--- src/rtl/grid_line_of_sight_check_top_macros.svh ---
// Assertion macros used by the line-of-sight walker module.
// Both expect clk_i and rst_ni in the scope where they are used.
`ifndef GRID_LINE_OF_SIGHT_CHECK_TOP_MACROS_SVH
`define GRID_LINE_OF_SIGHT_CHECK_TOP_MACROS_SVH

`ifndef SYNTHESIS
`define GLOS_ASSERT(lbl, cond) \
  lbl: assert property (@(posedge clk_i) disable iff (!rst_ni) (cond)) \
    else $error("glos assertion failed");
`define GLOS_ASSERT_NEXT(lbl, pre, post) \
  lbl: assert property (@(posedge clk_i) disable iff (!rst_ni) (pre) |=> (post)) \
    else $error("glos assertion failed");
`else
`define GLOS_ASSERT(lbl, cond)
`define GLOS_ASSERT_NEXT(lbl, pre, post)
`endif

`endif

--- src/rtl/glos_pkg.sv ---
`timescale 1ns / 1ps

package glos_pkg;

  localparam int unsigned CoordW = 8;
  localparam int unsigned QDepth = 2;

  typedef logic [CoordW-1:0] coord_t;

  typedef enum logic {
    FUNC_WRITE = 1'b0,
    FUNC_QUERY = 1'b1
  } func_e;

  typedef enum logic [2:0] {
    ST_CLEAR,
    ST_IDLE,
    ST_A,
    ST_B,
    ST_ADV
  } state_e;

  typedef enum logic [1:0] {
    RD_NONE,
    RD_CELL,
    RD_FLANK1,
    RD_FLANK2
  } rd_kind_e;

  // A query is held in major/minor axis terms; swap means the major axis is y.
  typedef struct packed {
    logic   is_query;
    logic   wr_free;
    coord_t wr_x;
    coord_t wr_y;
    logic   swap;
    logic   neg_a;
    logic   neg_b;
    logic   zero_len;
    coord_t a0;
    coord_t b0;
    coord_t a_end;
    coord_t dmaj;
    coord_t dmin;
  } cmd_t;

endpackage

--- src/rtl/glos_cmd_queue.sv ---
`timescale 1ns / 1ps

module glos_cmd_queue (
  input  logic           clk_i,
  input  logic           rst_ni,
  input  logic           push_i,
  output logic           full_o,
  input  glos_pkg::cmd_t wdata_i,
  input  logic           pop_i,
  output logic           empty_o,
  output glos_pkg::cmd_t rdata_o
);

  localparam int unsigned PtrW = $clog2(glos_pkg::QDepth);
  localparam int unsigned CntW = $clog2(glos_pkg::QDepth + 1);

  glos_pkg::cmd_t  ent_q [glos_pkg::QDepth];
  logic [PtrW-1:0] wptr_q;
  logic [PtrW-1:0] rptr_q;
  logic [CntW-1:0] cnt_q;
  logic            do_push;
  logic            do_pop;

  assign full_o  = (cnt_q == CntW'(glos_pkg::QDepth));
  assign empty_o = (cnt_q == '0);
  assign rdata_o = ent_q[rptr_q];
  assign do_push = push_i && !full_o;
  assign do_pop  = pop_i && !empty_o;

  always_ff @(posedge clk_i or negedge rst_ni) begin
    if (!rst_ni) begin
      wptr_q <= '0;
      rptr_q <= '0;
      cnt_q  <= '0;
    end else begin
      if (do_push) begin
        wptr_q <= (wptr_q == PtrW'(glos_pkg::QDepth - 1)) ? '0 : wptr_q + 1'b1;
      end
      if (do_pop) begin
        rptr_q <= (rptr_q == PtrW'(glos_pkg::QDepth - 1)) ? '0 : rptr_q + 1'b1;
      end
      if (do_push && !do_pop) begin
        cnt_q <= cnt_q + 1'b1;
      end else if (do_pop && !do_push) begin
        cnt_q <= cnt_q - 1'b1;
      end
    end
  end

  always_ff @(posedge clk_i) begin
    if (do_push) begin
      ent_q[wptr_q] <= wdata_i;
    end
  end

endmodule

--- config.mk ---
export PLATFORM = sky130hd
export DESIGN_NAME = glos_cmd_queue
export DESIGN_NICKNAME = d
export VERILOG_FILES = /design/src/rtl/grid_line_of_sight_check_top_macros.svh /design/src/rtl/glos_pkg.sv /design/src/rtl/glos_cmd_queue.sv
export SDC_FILE = /design/constraint.sdc
export NUM_CORES = 1
export LEC_CHECK = 0
export ABC_CLOCK_PERIOD_IN_PS = 5300
export BUFFER_PORTS_ARGS = -buffer_cell sky130_fd_sc_hd__buf_4
export CORE_ASPECT_RATIO = 1.75
export CORE_MARGIN = 4
export CORE_UTILIZATION = 35
export DETAILED_ROUTE_END_ITERATION = 6
export PLACE_DENSITY = 0.56
export SYNTH_ARGS = -nofsm -noshare
export SYNTH_HDL_FRONTEND = slang
export SYNTH_SLANG_ARGS = --single-unit
--- constraint.sdc ---
create_clock -name clk_i -period 5.3 [get_ports clk_i]
set_input_delay 1.59 -clock clk_i [delete_from_list [all_inputs] [get_ports clk_i]]
set_output_delay 1.59 -clock clk_i [all_outputs]
set_load 0.005 [all_outputs]
=== Word-level counts from Yosys, hierarchy flattened ===
Memories as Yosys holds them, arrays and structs flattened.
Index checks and enable logic that the tools add are counted.

* Reduce and logical (&&, ||, !) cells: 10
* $add $sub $neg: 4
* Equality and inequality tests: 1
* Muxes and demuxes: 6

{| class="wikitable"
|+ Operator list
! kind !! count
|-
| logical AND 1 bit || 4
|-
| logical NOT 1 bit || 4
|-
| 2-to-1 mux 1 bit || 4
|-
| 2-to-1 mux 2 bit || 2
|-
| adder 1 bit, second input constant || 2
|-
| adder 2 x 1 -> 2 bit, second input constant || 1
|-
| equality test 2 bit, second input constant || 1
|-
| logical NOT 2 bit || 1
|-
| nonzero test 2 bit || 1
|-
| subtractor 2 x 1 -> 2 bit, second input constant || 1
|}

* Output and inout port bits: 64
* Bits in writable memories: 124
* Input port bits: 66
* Memories: 1
* Bits in registers: 4
* Logic and storage cells: 25

{| class="wikitable"
|+ Memory list
! memory !! words !! bits a word !! read ports !! clocked after Yosys merged registers in !! write ports !! line !! source
|-
| ent_q || 2 || 62 || 1 || 0 || 1 || glos_cmd_queue.sv:17 || <nowiki>glos_pkg::cmd_t ent_q [glos_pkg::QDepth];</nowiki>
|}

=== Longest topological paths before layout ===
* Word-level depth: 7
* Depth in mapped cells: 7
* Gate-level depth less buffers: 7

=== Worst setup path after synthesis ===
Ideal clock, no wire load.

* Path kind: input to register
* Start point: in push_i
* End point: mem ent_q[0][0] in the netlist's numbering (enable)
* Data arrival time: 4272 ps
* Setup slack: 546 ps
* Cell stages on the path: 2
* Setup time: 482 ps
* Cells stage by stage: nand2_1 nor2_1

* Cells in the longest elaborated chain, start to end: 3

{| class="wikitable"
|+ RTL lines
! item !! line !! source
|-
| start, declared || glos_cmd_queue.sv:6 || <nowiki>input logic push_i,</nowiki>
|-
| logical AND 1 bit || glos_cmd_queue.sv:27 || <nowiki>assign do_push = push_i && !full_o;</nowiki>
|-
| 2-to-1 mux 1 bit || glos_cmd_queue.sv:51 || <nowiki>if (do_push) begin</nowiki>
|-
| 2-to-1 mux 1 bit (not written as such) || glos_cmd_queue.sv:52 || <nowiki>ent_q[wptr_q] <= wdata_i;</nowiki>
|-
| end, declared || glos_cmd_queue.sv:17 ||
|}

Every way passes these cells.

==> out/results.txt <==
CTS Buf Count -> 17
Residual DRC -> 0
Vias -> 2397
Layout Area Growth over Synthesis -> 33.9%
Worst VDD drop -> 490 uV
FF+latch count, synth -> 128
Highest clock rate -> 263 MHz
Hold slack -> 0.522 ns
Starting density of the core -> 35.7%
Hold Fails Final Rpt -> 0
Comb pwr share -> 27.5%
Area of the multi-input gates -> 1020 um2
Switch Pwr -> 0.967 mW
Mapped Nets -> 279
Total area of sequential cells -> 3830 um2
Site Rows -> 57
CTS Root Cell -> clkbuf_16
Io pins -> 130
Int Power -> 2.81 mW
Crit path required time -> 3.71 ns
Element type at the critical path start -> flip-flop
Fraction of power spent switching nets -> 25.6%
Worst Skew -> 0.00947 ns
Hold-fix buffers, CTS -> 0
CP Capture Type -> output port
Detail-routed via count per cell -> 4.40
Post-CTS sizing -> 0
Die Y -> 166 um
Unrepaired setup endpoints after global routing -> no
First-pass GRT wire length -> 14100 um
CP max FO -> 63
MaxCap Viol Count -> 0
Ys Warns -> 0
# diodes -> 0
Skew-Pair Late Insertion Delay -> 0.40 ns
DR pass1 iterations -> 4
Worst EP arrival -> 2.21 ns
Syn Std Cell Area -> 4970 um2
Placed cell area -> 6060 um2
Antenna Violating Nets Remaining -> 0
Setup repair bufs after CTS -> 0
Status -> complete, no violations
Setup TNS -> 0 ns
DPL Wire Length -> 6110 um
Slew margin rel. -> 20.7%
# H-tree levels -> 4
Die Width -> 98.1 um
Type of the most critical hold path -> reg -> reg
Post-layout min period -> 3.80 ns
Average size of a mapped cell -> 23.4 um2
Clock network power share -> 30.6%
CTS tree -> built
Antenna violations before repair -> 0
Vias in the first global route -> 2718
Leak pwr -> 2.67 nW
GRT Total Usage -> 11.6%
Clock tree buffer depth -> 2
Share of cells above drive strength 1 -> 61.7%
Finished Cell Area -> 6660 um2
Final setup violation count -> 0
Largest net degree at the start of global routing -> 64
Crit-path cells -> mux2_2 > buf_4
Clock Sinks -> 128
Netlist cell types -> 15
Sequential power share -> 41.9%
Post-synthesis sequential area ratio -> 76.9%
I/O Buffers -> 129
Final Cycle Share -> 71.7%
Detailed-route wire length -> 9200 um
Clock transition at the registers of the reported paths -> 0.05 ns
Worst slew pin tran -> 1.19 ns
Core Area -> 13900 um2
Power consumption -> 3.77 mW
Slowest stage delay, CP -> 1.22 ns
Die area -> 16200 um2
Setup CP Type -> reg -> out
Fin nets -> 422
Global route overflow -> 0
Slew Viols, Final -> 0
Slowest CP cell -> dfrtp_4
Syn Inst Count -> 212
DR iter-0 viols -> 102
Filler cells -> 1218
Drt wl/cell -> 16.9 um
Power per Cell Area -> 567 nW/um2
Final GP Congestion -> 0.664
==> area by class of cell <==
class | instances | area share, %
clock inverters | 14 | 2.48
flip-flops and latches | 128 | 57.5
inverters | 2 | 0.113
multi-input cells | 75 | 15.3
clock buffers | 18 | 6.45
well taps | 177 | 3.33
repair buffers | 131 | 14.8
==> state kept, by name, indices dropped and copies added, names as in the netlist <==
name / cells
cnt_q: 2
rptr_q: 1
wptr_q: 1
ent_q: 124
==> worst max-delay path: cells and delay by family, from the launching register on <==
family / cells / cell delay, ns
buffers and inverters: 1 / 0.14
DFF: 1 / 1.22
muxes: 1 / 0.43
==> cells in the final DEF (no fill, tap or decap), drive strengths merged, types with 2 or more instances in the layout <==
| cell type | synthesis | final |
|---|---|---|
| buf | 7 | 131 |
| edfxtp | 124 | 124 |
| mux2 | 62 | 62 |
| clkbuf | 0 | 18 |
| clkinv | 0 | 7 |
| dfrtp | 4 | 4 |
| inv | 2 | 4 |
| xnor2 | 3 | 3 |
| bufinv | 0 | 3 |
| nor2 | 3 | 3 |
| xor2 | 2 | 2 |
| clkinvlp | 0 | 2 |
==> metrics by stage <==
stage,cells,setup slack (ns),util [%]
after floorplan,212,0.546,-
after global placement,513,1.89,43.6
after detailed placement,513,1.88,43.6
after CTS,545,1.44,47.9
after global routing,545,1.37,47.9
final,545,1.50,47.9
==> power groups by stage <==
stage / clock network (mW) / registers (mW) / logic, mW
floorplan: 0 / 1.47 / 0.771
global placement: 0 / 1.60 / 1.06
detailed placement: 0 / 1.61 / 1.07
CTS: 1.18 / 1.59 / 1.07
global route: 1.23 / 1.61 / 1.12
finish: 1.16 / 1.58 / 1.04
==> path summary, 6_finish.rpt <==
| kind | startpoint | endpoint | slack [ns] | cells past startpoint |
|---|---|---|---|---|
| worst min-delay path | cnt_q[1]$_DFFE_PN0P_ | cnt_q[1]$_DFFE_PN0P_ | 0.52 | 1 |
| worst max register to register | cnt_q[0]$_DFFE_PN0P_ | ent_q[0][13]$_DFFE_PP_ | 3.28 | 4 |
| worst min register to register | cnt_q[1]$_DFFE_PN0P_ | cnt_q[1]$_DFFE_PN0P_ | 0.52 | 1 |
| min in group asynchronous | rst_ni | cnt_q[0]$_DFFE_PN0P_ | 0.98 | 1 |
| worst max-delay path | rptr_q$_DFFE_PN0P_ | rdata_o[40] | 1.50 | 2 |
| max in group asynchronous | rst_ni | rptr_q$_DFFE_PN0P_ | 4.21 | 1 |
==> synth_stat cells <==
master	instances	area, um2
and3_1	1	6.26
buf_12	6	120
buf_6	1	11.3
dfrtp_1	4	100
edfxtp_1	124	3720
ha_1	1	12.5
inv_1	2	7.51
mux2_2	3	33.8
mux2_4	59	886
nand2_1	1	3.75
nand2b_1	1	6.26
nor2_1	3	11.3
o21ai_1	1	5.00
xnor2_1	3	26.3
xor2_1	2	17.5
==> cell families (layout without fill, tap and decap cells) <==
kind of cell               after synthesis  after routing  synth area share [%]
muxes                                   62             62                  18.5
xor gates and xnor gates                 5              5                 0.881
buffers and inverters                    9            165                  2.79
adders and majority gates                1              1                 0.252
and+or+nand+nor                          6              6                 0.554
DFF                                    128            128                  76.9
AOI/OAI and AO/OA                        1              1                 0.101
==> per-layer routing <==
layer,share of wire [%],GRT usage (%)
met1,33,10.2
met2,58,21.5
met3,7.1,4.88
met4,2.5,6.21
met5,0,0
(Power assumes the default switching activity.)
